**src/design/rrts_pkg.sv**
```systemverilog
`default_nettype none
// ----------------------------------------------------------------------------
// rrts_pkg
// Types and codes shared by the round-robin task scheduler modules.
// ----------------------------------------------------------------------------
package rrts_pkg;

  typedef struct packed {
    logic [1:0]  action;
    logic [5:0]  slot;
    logic [15:0] arrival;
    logic [15:0] burst;
    logic [15:0] rel_deadline;
    logic [15:0] io_point;
    logic [15:0] io_length;
  } in_item_t;

  typedef struct packed {
    logic [31:0] tick_time;
    logic [2:0]  event_res;
    logic [5:0]  task_slot;
    logic [31:0] finish_time;
    logic [31:0] turnaround;
    logic [31:0] waiting_time;
    logic [31:0] resp_time;
    logic        deadline_missed;
    logic        all_done;
  } out_item_t;

  typedef enum logic [2:0] {
    PH_NEW, PH_READY, PH_RUNNING, PH_WAITING, PH_DONE
  } phase_t;

  typedef enum logic [2:0] {
    EV_IDLE, EV_OVERHEAD, EV_RAN, EV_BLOCKED, EV_COMPLETED, EV_EXPIRED
  } ev_t;

  localparam logic [1:0] ACT_LOAD  = 2'd0;
  localparam logic [1:0] ACT_START = 2'd1;
  localparam logic [1:0] ACT_TICK  = 2'd2;

  localparam logic [1:0] CFG_QUANTUM    = 2'd0;
  localparam logic [1:0] CFG_OVERHEAD   = 2'd1;
  localparam logic [1:0] CFG_TASK_COUNT = 2'd2;

  // Task definition, written by load items.
  typedef struct packed {
    logic [15:0] arrival;
    logic [15:0] burst;
    logic [16:0] due_tick;
    logic [15:0] io_point;
    logic [15:0] io_length;
  } def_t;

  // Per-task run state, reinitialised by a sweep on start and cleared by one after reset.
  typedef struct packed {
    logic [15:0] remaining;
    logic [15:0] executed;
    logic [31:0] io_begin;
    logic        io_started;
    phase_t      phase;
    logic [31:0] first_dispatch;
  } run_t;

  typedef struct packed {
    logic clear;
    logic push;
    logic pop;
  } ring_ctl_t;

  typedef enum logic [3:0] {
    ST_SWEEP, ST_IDLE, ST_SCAN_IO, ST_SCAN_ARR, ST_DISPATCH,
    ST_POP, ST_EXEC, ST_FIN, ST_EMIT
  } state_t;

endpackage
`default_nettype wire

```
**src/design/rrts_ring.sv**
```systemverilog
`default_nettype none
// ----------------------------------------------------------------------------
// rrts_ring
// FIFO ring of ready slots; head entry read into a register on pop.
// ----------------------------------------------------------------------------
module rrts_ring
  import rrts_pkg::*;
#(
  parameter int DEPTH = 64,
  parameter int SW = 6,
  parameter int CW = 7
) (
  input  wire logic          clk,
  input  wire logic          rst,
  input  wire ring_ctl_t     ctl,
  input  wire logic [SW-1:0] push_slot,
  output logic [SW-1:0]      head_slot,
  output logic [CW-1:0]      count
);

  localparam int RW = (DEPTH > 1) ? $clog2(DEPTH) : 1;

  logic [SW-1:0] ring_mem [DEPTH];
  logic [RW-1:0] head;
  logic [RW-1:0] tail;
  logic          full;

  assign full = (count == CW'(DEPTH));

  always_ff @(posedge clk) begin
    if (ctl.push && !full) begin
      ring_mem[tail] <= push_slot;
    end
    if (ctl.pop) begin
      head_slot <= ring_mem[head];
    end
  end

  always_ff @(posedge clk) begin
    if (rst || ctl.clear) begin
      head  <= '0;
      tail  <= '0;
      count <= '0;
    end else begin
      // drop a push into a full ring
      if (ctl.push && !full) begin
        tail  <= (tail == RW'(DEPTH - 1)) ? '0 : tail + 1'b1;
        count <= count + 1'b1;
      end else if (ctl.pop && count != '0) begin
        head  <= (head == RW'(DEPTH - 1)) ? '0 : head + 1'b1;
        count <= count - 1'b1;
      end
    end
  end

  property p_no_overflow;
    @(posedge clk) disable iff (rst) count <= CW'(DEPTH);
  endproperty
  a_no_overflow: assert property (p_no_overflow) else $error("ring count over depth");

  property p_pop_not_empty;
    @(posedge clk) disable iff (rst) ctl.pop |-> count != '0;
  endproperty
  a_pop_not_empty: assert property (p_pop_not_empty) else $error("pop from empty ring");

  property p_no_push_pop;
    @(posedge clk) disable iff (rst) !(ctl.push && ctl.pop);
  endproperty
  a_no_push_pop: assert property (p_no_push_pop) else $error("push and pop together");

endmodule
`default_nettype wire

```
**config.mk**
```make
export PLATFORM = sky130hd
export DESIGN_NAME = rrts_ring
export DESIGN_NICKNAME = d
export VERILOG_FILES = /design/src/design/rrts_pkg.sv /design/src/design/rrts_ring.sv
export SDC_FILE = /design/constraint.sdc
export NUM_CORES = 1
export LEC_CHECK = 0
export BUFFER_PORTS_ARGS = -buffer_cell sky130_fd_sc_hd__buf_2
export CAP_MARGIN = 25
export CORE_MARGIN = 3
export CORE_UTILIZATION = 39
export CTS_BUF_LIST = sky130_fd_sc_hd__clkbuf_4 sky130_fd_sc_hd__clkbuf_8 sky130_fd_sc_hd__clkbuf_16
export DETAILED_ROUTE_END_ITERATION = 8
export PLACE_DENSITY_LB_ADDON = 0.05
export SLEW_MARGIN = 25
export SYNTH_ARGS = -nofsm -noshare
export SYNTH_HDL_FRONTEND = slang
export SYNTH_SLANG_ARGS = --single-unit
```
**constraint.sdc**
```tcl
create_clock -name clk -period 2.65 [get_ports clk]
set_input_delay 0.265 -clock clk [delete_from_list [all_inputs] [get_ports clk]]
set_output_delay 0.265 -clock clk [all_outputs]
set_load 0.005 [all_outputs]
```
==> impl_metrics.json, run 1 <==
{
  "pwr-share-comb": 0.057,
  "syn-cell-area_mm2": 0.01628,
  "first_global_vias": 8696,
  "crit_cells": 9,
  "ys_seq_area_frac": 0.7425,
  "endpoint_kind": "flip-flop",
  "synth.net_count": 870,
  "htreeDepth": 2,
  "seqPwrFrac": 0.520,
  "rsz0062_at_grt": "true",
  "post_drt_wl_per_cell_um": 25.77,
  "path_clk_slew_ns": 0.06,
  "r2r-start": "count[5]",
  "grt-ovfl-total": 0,
  "dp_hpwl_um": 25220,
  "firstDrtPassIters": 5,
  "setup_viol": 0,
  "io_pins": 24,
  "root_buffer": "clkbuf_16",
  "dieHeight_um": 210.3,
  "worst_slew_pin_slew_ns": 0.7517,
  "yosysWarningCount": 0,
  "power_frac_clock": 0.423,
  "power_density_mw_per_mm2": 729.8,
  "async_flop_share": 0,
  "row_count": 74,
  "dieArea_mm2": 0.04424,
  "ant_nets": 0,
  "grt_max_degree": 65,
  "p_leak_uw": 0.005888,
  "arrival_ns": 3.02,
  "postCtsHoldBufs": 0,
  "drive_above_1_share": 0.2796,
  "power_switching_uw": 2876,
  "cp-endpoint": "count[5]",
  "drtIter0Drc": 577,
  "worstSkewPairLatency_ns": 0.56,
  "clk_path_buf_depth": 3,
  "critPathRequiredTime_ns": 3.07,
  "vias_per_cell": 5.419,
  "crit_fanout": 7,
  "fin_tns_setup_ns": 0,
  "path_class": "reg -> reg",
  "drv_cap": 0,
  "start_util": 0.3970,
  "grt_usage": 0.1800,
  "grt_pass1_wl_um": 58420,
  "period_share": 0.9821,
  "crit_slowest_cell": "or4_4",
  "fin_crit_ns": 2.603,
  "syn_area_per_cell_um2": 19.16,
  "place_worst_setup_slack_ns": -0.03794,
  "clock_sinks": 409,
  "nNetsFinal": 951,
  "synth_edf_count": 390,
  "p_int_uw": 10870,
  "finClkSkew_ns": 0.02326,
  "gp_congestion": 0.7857,
  "synthCells": 850,
  "utilization": 0.4592,
  "numCtsBuffers": 45,
  "ir_worst_vdd_mv": 0.3808,
  "fin_ws_ns": 0.04747,
  "fmax_ghz": 0.3842,
  "crit_path_max_incr_delay_ns": 0.56,
  "final_hold_viol_count": 0,
  "synth_ff_type": "edfxtp_1",
  "rr_endpoint": "count[5]",
  "synth.distinct_cells": 52,
  "crit_buf_inv": 1,
  "critPathTopFamily": "compound AO/OA/AOI/OAI gates",
  "relSlewSlack": 0.4970,
  "wirelength_um": 38510,
  "port_buffers": 23,
  "status": "finished clean",
  "reg2reg_depth": 9,
  "cp_cell_sequence": "or4_4 > o41a_4 > inv_6 > ha_1 > a21o_1 > a21oi_2 > nor2_1 > a311oi_2 > o31ai_1",
  "ys_seq_elements": 409,
  "core_area_mm2": 0.04102,
  "antenna_cells": 0,
  "worstHoldPathType": "in -> reg",
  "drcViolationCount": 0,
  "reg2reg_slack_ns": 0.05,
  "die_w_um": 210.3,
  "area_growth_pct": 15.66,
  "via_count": 8096,
  "cts_tree": "built",
  "p_sw_frac": 0.2093,
  "cp-start-kind": "flip-flop",
  "antenna_found_initial": 0,
  "slew_violations": 0,
  "critPathLaunch": "count[5]"
}
## placed cells by master (no fill, tap or decap), drive strengths merged, types with 2 or more instances in the layout
cell        n
dfxtp      19
bufinv      2
nor3b       2
nand3b      2
nor2b       6
a31oi       6
o22ai       4
mux2i      27
buf        78
o221ai     10
a22o        9
or3         6
inv        10
a221oi      5
clkinvlp    3
xor2        5
nand3       8
a211o      11
nor3        3
xnor2       8
or2         4
nor2       98
clkinv     16
nand2b      3
nand4       3
a21oi      16
clkbuf     55
a21o        2
nand2      18
mux4       86
o21ai       8
a22oi       5
mux2       10
or4         2
edfxtp    390
ha          8
## through the flow
step	power (uW)	area (um^2)	instances	hold slack [ns]
CTS	13900	18810	1494	0.07428
global placement	8030	17420	1416	0.5220
finish	13740	18830	1494	0.1096
floorplan	7716	16310	850	0.3639
global route	14270	18830	1494	0.09638
detailed placement	8052	17430	1416	0.5374
## registers in the layout (all words and copies together) (netlist names)
register   flops
tail           6
ring_mem     384
head           6
head_slot      6
count          7
## cells by family after synthesis
group | Yosys count | synth area share
flip-flops | 409 | 0.7425
buffers and inverters | 52 | 0.01567
AND/OR/NAND/NOR | 159 | 0.04441
XOR/XNOR | 13 | 0.006992
adder cells (fa/ha/maj) | 9 | 0.007376
AO/OA/AOI/OAI | 85 | 0.04057
multiplexers | 123 | 0.1425
## repair_timing
item,CTS,global route
gates resized for setup,3,7
setup endpoints to repair,2,2
setup buffers,0,0
pin swaps,1,2
## power by group through the flow
stage                     clock network, uW  registers (uW)  logic, uW
after floorplan                           0            7270        443
final                                  5810            7140        785
after CTS                              5980            7140        780
after detailed placement                  0            7280        772
after global routing                   6270            7140        851
after global placement                    0            7280        752
## synth_stat cells, types with 2 or more instances
cell type | n | share of area
a21oi_1 | 16 | 0.0049
nand4_1 | 2 | 0.00077
nand3b_1 | 2 | 0.00092
nor2_1 | 98 | 0.023
buf_6 | 5 | 0.0035
nor3b_1 | 2 | 0.00092
nand2_1 | 18 | 0.0041
buf_4 | 2 | 0.00092
inv_1 | 8 | 0.0018
mux2_2 | 10 | 0.0069
xnor2_1 | 8 | 0.0043
ha_1 | 8 | 0.0061
clkbuf_1 | 21 | 0.0048
nor3_1 | 3 | 0.00092
a211o_1 | 11 | 0.0059
or3_1 | 6 | 0.0023
a221oi_1 | 5 | 0.0027
xor2_1 | 5 | 0.0027
mux4_2 | 86 | 0.12
or2_2 | 4 | 0.0015
o21ai_0 | 7 | 0.0022
mux2i_1 | 27 | 0.017
edfxtp_1 | 390 | 0.72
a21o_1 | 2 | 0.00092
buf_1 | 4 | 0.00092
nand2b_1 | 3 | 0.0012
buf_2 | 12 | 0.0037
a31oi_1 | 6 | 0.0023
nor2b_1 | 6 | 0.0023
nand3_1 | 8 | 0.0025
a22o_1 | 9 | 0.0048
o221ai_1 | 10 | 0.0054
o22ai_1 | 4 | 0.0015
a22oi_1 | 5 | 0.0023
dfxtp_1 | 19 | 0.023
or4_4 | 2 | 0.0014
## tightest hold or removal path, delay by kind of cell
kind          cells  cell delay, ns
mux               1            0.05
buf+inv           1            0.09
simple gates      2            0.20
## routing by layer
metal  track usage  vias to the layer above  share of wire
met5             0                        -              0
met3       0.03274                       54          0.046
met2        0.2885                      195           0.48
met4       0.06045                        0          0.027
met1        0.2518                     4243           0.45
li1              -                     3604              -
## layout make-up
type / instances / area (um^2)
Inverter: 8 / 35.03
Multi-Input combinational cell: 389 / 3996
Timing Repair Buffer: 78 / 665.6
Clock buffer: 55 / 1201
Tap cell: 532 / 665.6
Fill cell: 3485 / 22180
Clock inverter: 23 / 170.2
Sequential cell: 409 / 12100
## worst min-delay path by stage
stage	from	end	slack, ns	cells past startpoint
floorplan	push_slot[0]	ring_mem[0][0]	0.36	0
global placement	count[6]	count[6]	0.52	2
detailed placement	count[6]	count[6]	0.54	2
CTS	rst	count[6]	0.07	4
global route	ctl[0]	head_slot[2]	0.1	1
finish	rst	count[6]	0.11	4
Note: power is estimated with default switching activity, not from simulation.
==> run 2, diff against run 1 <==
- ABC_AREA: default -> 1
==> run 2 against run 1 <==
Net effect: sequential share of layout area is 4.7 points lower; total power is 4.3% higher; global-route usage is 2.5 points higher; largest cell class unchanged; utilization is 0.44 points lower; die area is 9.5% higher; design area is 7.9% higher; largest power group unchanged; combinational power is 2.7% lower; maximum frequency is 12% higher.
==> impl_metrics.json, run 2 <==
{
  "ys_seq_elements": 409,
  "muxShareOfSynthArea": 0,
  "antenna_found_initial": 0,
  "relSlewSlack": 0.4118,
  "layout_common_cells": "nand2_1, edfxtp_1, inv_1, nor2_1, nand3_1",
  "worstHoldPathType": "in -> reg",
  "p_leak_uw": 0.008144,
  "dp_cells": 2335,
  "cp-start-kind": "flip-flop",
  "post_drt_wl_per_cell_um": 19.92,
  "dieArea_mm2": 0.04845,
  "path_clk_slew_ns": 0.06,
  "period_share": 0.8744,
  "ys_seq_area_frac": 0.6763,
  "endpoint_kind": "flip-flop",
  "cts_tree": "built",
  "dieHeight_um": 220.1,
  "synthTopCellsByArea": "edfxtp_1, nand2_1, nand3_1",
  "synth.distinct_cells": 34,
  "ys_top_cells_by_count": "nand2_1, edfxtp_1, inv_1",
  "vias_per_cell": 4.916,
  "path_class": "reg -> reg",
  "status": "finished clean",
  "ant_nets": 0,
  "synth_top_area_frac": 0.6550,
  "clk_path_buf_depth": 3,
  "regMostFlops": "ring_mem",
  "via_count": 11890,
  "numCtsBuffers": 46,
  "worstSkewPairLatency_ns": 0.59,
  "synth_edf_count": 390,
  "biggestRegsByFlops": "ring_mem: 384 flops, count: 7 flops",
  "cp-endpoint": "ring_mem[20][5]",
  "grt_max_degree": 99,
  "finalNonFillerCells": 2419,
  "port_buffers": 23,
  "synth_xor_area_frac": 0.002449,
  "grt_usage": 0.2048,
  "io_pins": 24,
  "first_global_vias": 12000,
  "root_buffer": "clkbuf_16",
  "synthCells": 1754,
  "final_common_cell": "nand2_1",
  "rsz0062_at_grt": "false",
  "hp-start": "ctl[0]",
  "grt-ovfl-total": 0,
  "synth_top_family_by_area": "simple AND/OR/NAND/NOR gates",
  "dpl_cell_area_mm2": 0.01880,
  "syn_area_per_cell_um2": 10.19,
  "rr_endpoint": "ring_mem[20][5]",
  "reg2reg_depth": 7,
  "synth_top_cell_by_area": "edfxtp_1",
  "row_count": 77,
  "drv_cap": 0,
  "nNetsFinal": 1812,
  "power_density_mw_per_mm2": 704.8,
  "post-cts-setup-buffers": 0,
  "fin_crit_ns": 2.317,
  "r2r-start": "count[0]",
  "core_area_mm2": 0.04470,
  "synth_ff_type": "edfxtp_1",
  "gp_congestion": 0.8113,
  "worst_slew_pin_slew_ns": 0.8791,
  "drtIter0Drc": 951,
  "critPathLaunch": "count[0]",
  "yosysWarningCount": 0,
  "fmax_ghz": 0.4315,
  "reg2reg_slack_ns": 0.33,
  "firstDrtPassIters": 5,
  "synthSimpleGateAreaFrac": 0.2150,
  "synth_fa_ha_area_frac": 0.006718,
  "drcViolationCount": 0,
  "syn-cell-area_mm2": 0.01788,
  "final_area_mm2": 0.02033,
  "wirelength_um": 48190,
  "dp_hpwl_um": 29280,
  "synth_compound_area_frac": 0.02743,
  "grt_pass1_wl_um": 74040,
  "antenna_cells": 0,
  "clock_sinks": 409,
  "synth.net_count": 1774,
  "final_hold_viol_count": 0,
  "arrival_ns": 2.53,
  "fin_tns_setup_ns": 0,
  "finClkSkew_ns": 0.03006,
  "critPathRequiredTime_ns": 2.86,
  "yosysMostFrequentCell": "nand2_1",
  "largest_reg_flops": 384,
  "async_flop_share": 0,
  "die_w_um": 220.1,
  "ir_worst_vdd_mv": 0.4467,
  "hold_ws_ns": 0.04086,
  "crit_fanout": 10,
  "slew_violations": 0,
  "htreeDepth": 2,
  "drive_above_1_share": 0.08539,
  "setup_viol": 0,
  "start_util": 0.3999,
  "area_growth_pct": 13.71
}
## run 2: kinds of logic (layout without fill, tap and decap cells)
kind of cell	after synthesis	count (layout)
buf+inv	297	370
fa+ha+maj	9	9
xor+xnor	5	5
compound gates	95	95
flops	409	409
simple gates	939	939
## run 2: worst max-delay path: stages, from the launching register on
cell     delay (ns)
dfxtp_1        0.42
nor2_1         0.07
nand2_1        0.10
o21ai_2        0.18
inv_2          0.20
nand4_1        0.13
buf_4          0.19
nor2_1         0.66
## run 2: metrics by stage
stage | util | total power, uW | worst slack (ns)
final | 0.4548 | 14330 | 0.3327
after global routing | 0.4548 | 14850 | 0.1335
after CTS | 0.4548 | 14490 | 0.3128
after detailed placement | 0.4206 | 8049 | 0.2933
after global placement | 0.4206 | 8051 | 0.3097
after floorplan | - | 7701 | 0.6771
## run 2: worst min-delay path by stage
| stage | cells past startpoint | to |
|---|---|---|
| after floorplan | 0 | ring_mem[0][0] |
| after global placement | 2 | head[5] |
| after detailed placement | 2 | head[5] |
| after CTS | 1 | head_slot[3] |
| after global routing | 1 | head_slot[3] |
| final | 1 | head_slot[3] |
## run 2: what timing repair did
action                                 in CTS  in global routing
endpoints found under the hold margin       3                  0
resized for setup                           0                  0
hold buffers                                1                  0
## run 2: final cells by class
cell class	instances	area (um^2)
sequential	409	12100
clock buffer	58	1259
tap	592	740.7
inverter	218	822.0
clock inverter	25	260.3
fill	4286	24370
multi-input combinational	1048	4498
timing repair buffer	69	650.6
## run 2: power by group
| part | internal, uW | switching (uW) |
|---|---|---|
| clock | 3850 | 2580 |
| combinational | 220 | 544 |
| sequential | 7110 | 26.8 |
| total | 11200 | 3150 |
## run 2: layer usage
metal | vias to the layer above | track usage | share of wire
li1 | 5836 | - | -
met1 | 5722 | 0.2897 | 0.47
met2 | 260 | 0.3327 | 0.46
met3 | 74 | 0.02758 | 0.045
met4 | 0 | 0.05860 | 0.024
met5 | - | 0 | 0
==> run 3, diff against run 2 <==
- RECOVER_POWER: default -> 50
==> run 3 against run 2 <==
Net effect: the flow now finishes with violations (max-capacitance violations, max-slew violations); sequential power is essentially flat; total power decreased by 0.11%; utilization is 0.24 points lower; via count fell by 0.37%; flip-flop and latch count unchanged; worst hold slack gained 0.098 ns; die area did not move; critical path depth did not move; clock skew about the same; clock power is essentially flat; count of clock-buffer cells in the layout unchanged; critical path type unchanged; largest cell class unchanged; highest routed layer unchanged.
==> impl_metrics.json, run 3 (same netlist as run 2, synthesis figures left out) <==
{
  "status": "finished, violations left",
  "violations": "max-capacitance violations, max-slew violations",
  "fin_tns_setup_ns": 0,
  "htreeDepth": 2,
  "grt_usage": 0.2048,
  "power_density_mw_per_mm2": 707.8,
  "vias_per_cell": 4.898,
  "final_common_cell": "nand2_1",
  "fin_ws_ns": 0.3270,
  "row_count": 77,
  "dieArea_mm2": 0.04845,
  "die_w_um": 220.1,
  "crit_fanout": 10,
  "root_buffer": "clkbuf_16",
  "antenna_cells": 0,
  "firstDrtPassIters": 6,
  "cp_common_cell": "nor2_1",
  "start_util": 0.3999,
  "grt_pass1_wl_um": 74040,
  "cts_tree": "built",
  "drtIter0Drc": 946,
  "ir_worst_vdd_mv": 0.4467,
  "crit_path_max_incr_delay_ns": 0.51,
  "finalNonFillerCells": 2419,
  "dp_hpwl_um": 29280,
  "worstHoldPathType": "in -> reg",
  "clock_sinks": 409,
  "cp_cell_sequence": "nor2_1 > nand2_1 > o21ai_2 > inv_2 > nand4_1 > buf_4 > nor2_1",
  "arrival_ns": 2.54,
  "port_buffers": 23,
  "hold_ws_ns": 0.1392,
  "crit_buf_inv": 2,
  "wirelength_um": 48150,
  "post_drt_wl_per_cell_um": 19.90,
  "worst_slew_pin_slew_ns": 1.746,
  "layout_common_cells": "nand2_1, edfxtp_1, inv_1, nor2_1, nand3_1",
  "p_leak_uw": 0.008071,
  "final_hold_viol_count": 0,
  "fin_crit_ns": 2.323,
  "via_count": 11850,
  "fillers": 4296,
  "setup_viol": 0,
  "cp-start-kind": "flip-flop",
  "biggestRegsByFlops": "ring_mem: 384 flops, count: 7 flops",
  "ant_nets": 0,
  "relSlewSlack": -0.1642,
  "area_growth_pct": 13.11,
  "largest_reg_flops": 384,
  "first_global_vias": 12000,
  "gp_congestion": 0.8113,
  "numCtsBuffers": 46,
  "drcViolationCount": 0,
  "path_class": "reg -> reg",
  "final_area_mm2": 0.02022,
  "nNetsFinal": 1812,
  "seq_area_mm2": 0.01210,
  "crit_slowest_cell": "nor2_1",
  "grt_max_degree": 99,
  "critPathRequiredTime_ns": 2.87,
  "antenna_found_initial": 0,
  "worstSkewPairLatency_ns": 0.59,
  "place_worst_setup_slack_ns": 0.2933,
  "path_clk_slew_ns": 0.06,
  "fmax_ghz": 0.4305,
  "dp_cells": 2335,
  "multi_input_area_mm2": 0.004496,
  "finClkSkew_ns": 0.02956,
  "slew_violations": 314,
  "drv_cap": 6,
  "endpoint_kind": "flip-flop",
  "io_pins": 24,
  "drive_above_1_share": 0.07827,
  "critPathTopFamily": "simple AND/OR/NAND/NOR gates",
  "dpl_cell_area_mm2": 0.01880,
  "period_share": 0.8766,
  "grt-ovfl-total": 0,
  "rsz0062_at_grt": "false",
  "core_area_mm2": 0.04470,
  "regMostFlops": "ring_mem",
  "clk_path_buf_depth": 3,
  "dieHeight_um": 220.1
}
-- run 3: cell types whose count changed in the layout (fill, tap and decap cells not counted) --
cell	delta
buf_12	-6
buf_2	-12
clkbuf_1	+12
clkbuf_2	+6
nand2_1	+1
nand2_2	-1
-- run 3: area by class of cell --
cell class	instances	area share
sequential	409	0.5983
timing repair buffer	69	0.02698
inverter	218	0.04065
multi-input combinational	1048	0.2223
tap	592	0.03663
clock buffer	58	0.06224
clock inverter	25	0.01287
-- run 3: final timing paths --
check           start              end  slack [ns]  depth (start not counted)
max          count[0]  ring_mem[17][2]        0.33                          7
min               rst          tail[0]        0.14                          4
max reg2reg  count[0]  ring_mem[17][2]        0.33                          7
min reg2reg   head[5]          head[5]        0.49                          2
-- run 3: power breakdown --
group	internal (uW)	switching, uW
logic	200	539
clock network	3850	2580
registers	7120	27.3
-- run 3: timing repair --
action                                 CTS  global route
gates resized for setup                  0             0
hold buffers                             1             0
endpoints found under the hold margin    3             0
setup buffers                            0             0
-- run 3: through the flow --
| stage | util | power [uW] |
|---|---|---|
| after CTS | 0.4548 | 14490 |
| final | 0.4524 | 14310 |
| after detailed placement | 0.4206 | 8049 |
| after global routing | 0.4524 | 14830 |
| after floorplan | - | 7701 |
| after global placement | 0.4206 | 8051 |
-- run 3: worst min-delay path, cell delays in order --
cell and delay [ns]:
buf_2 0.07, nor2_1 0.06, o21ai_0 0.20, a21oi_1 0.07
-- run 3: per-layer routing --
layer,up-vias,global-route usage,part of all wire
met1,5719,0.2897,0.47
met3,72,0.02758,0.040
met4,0,0.05860,0.023
met2,226,0.3327,0.47
met5,-,0,0
li1,5831,-,-
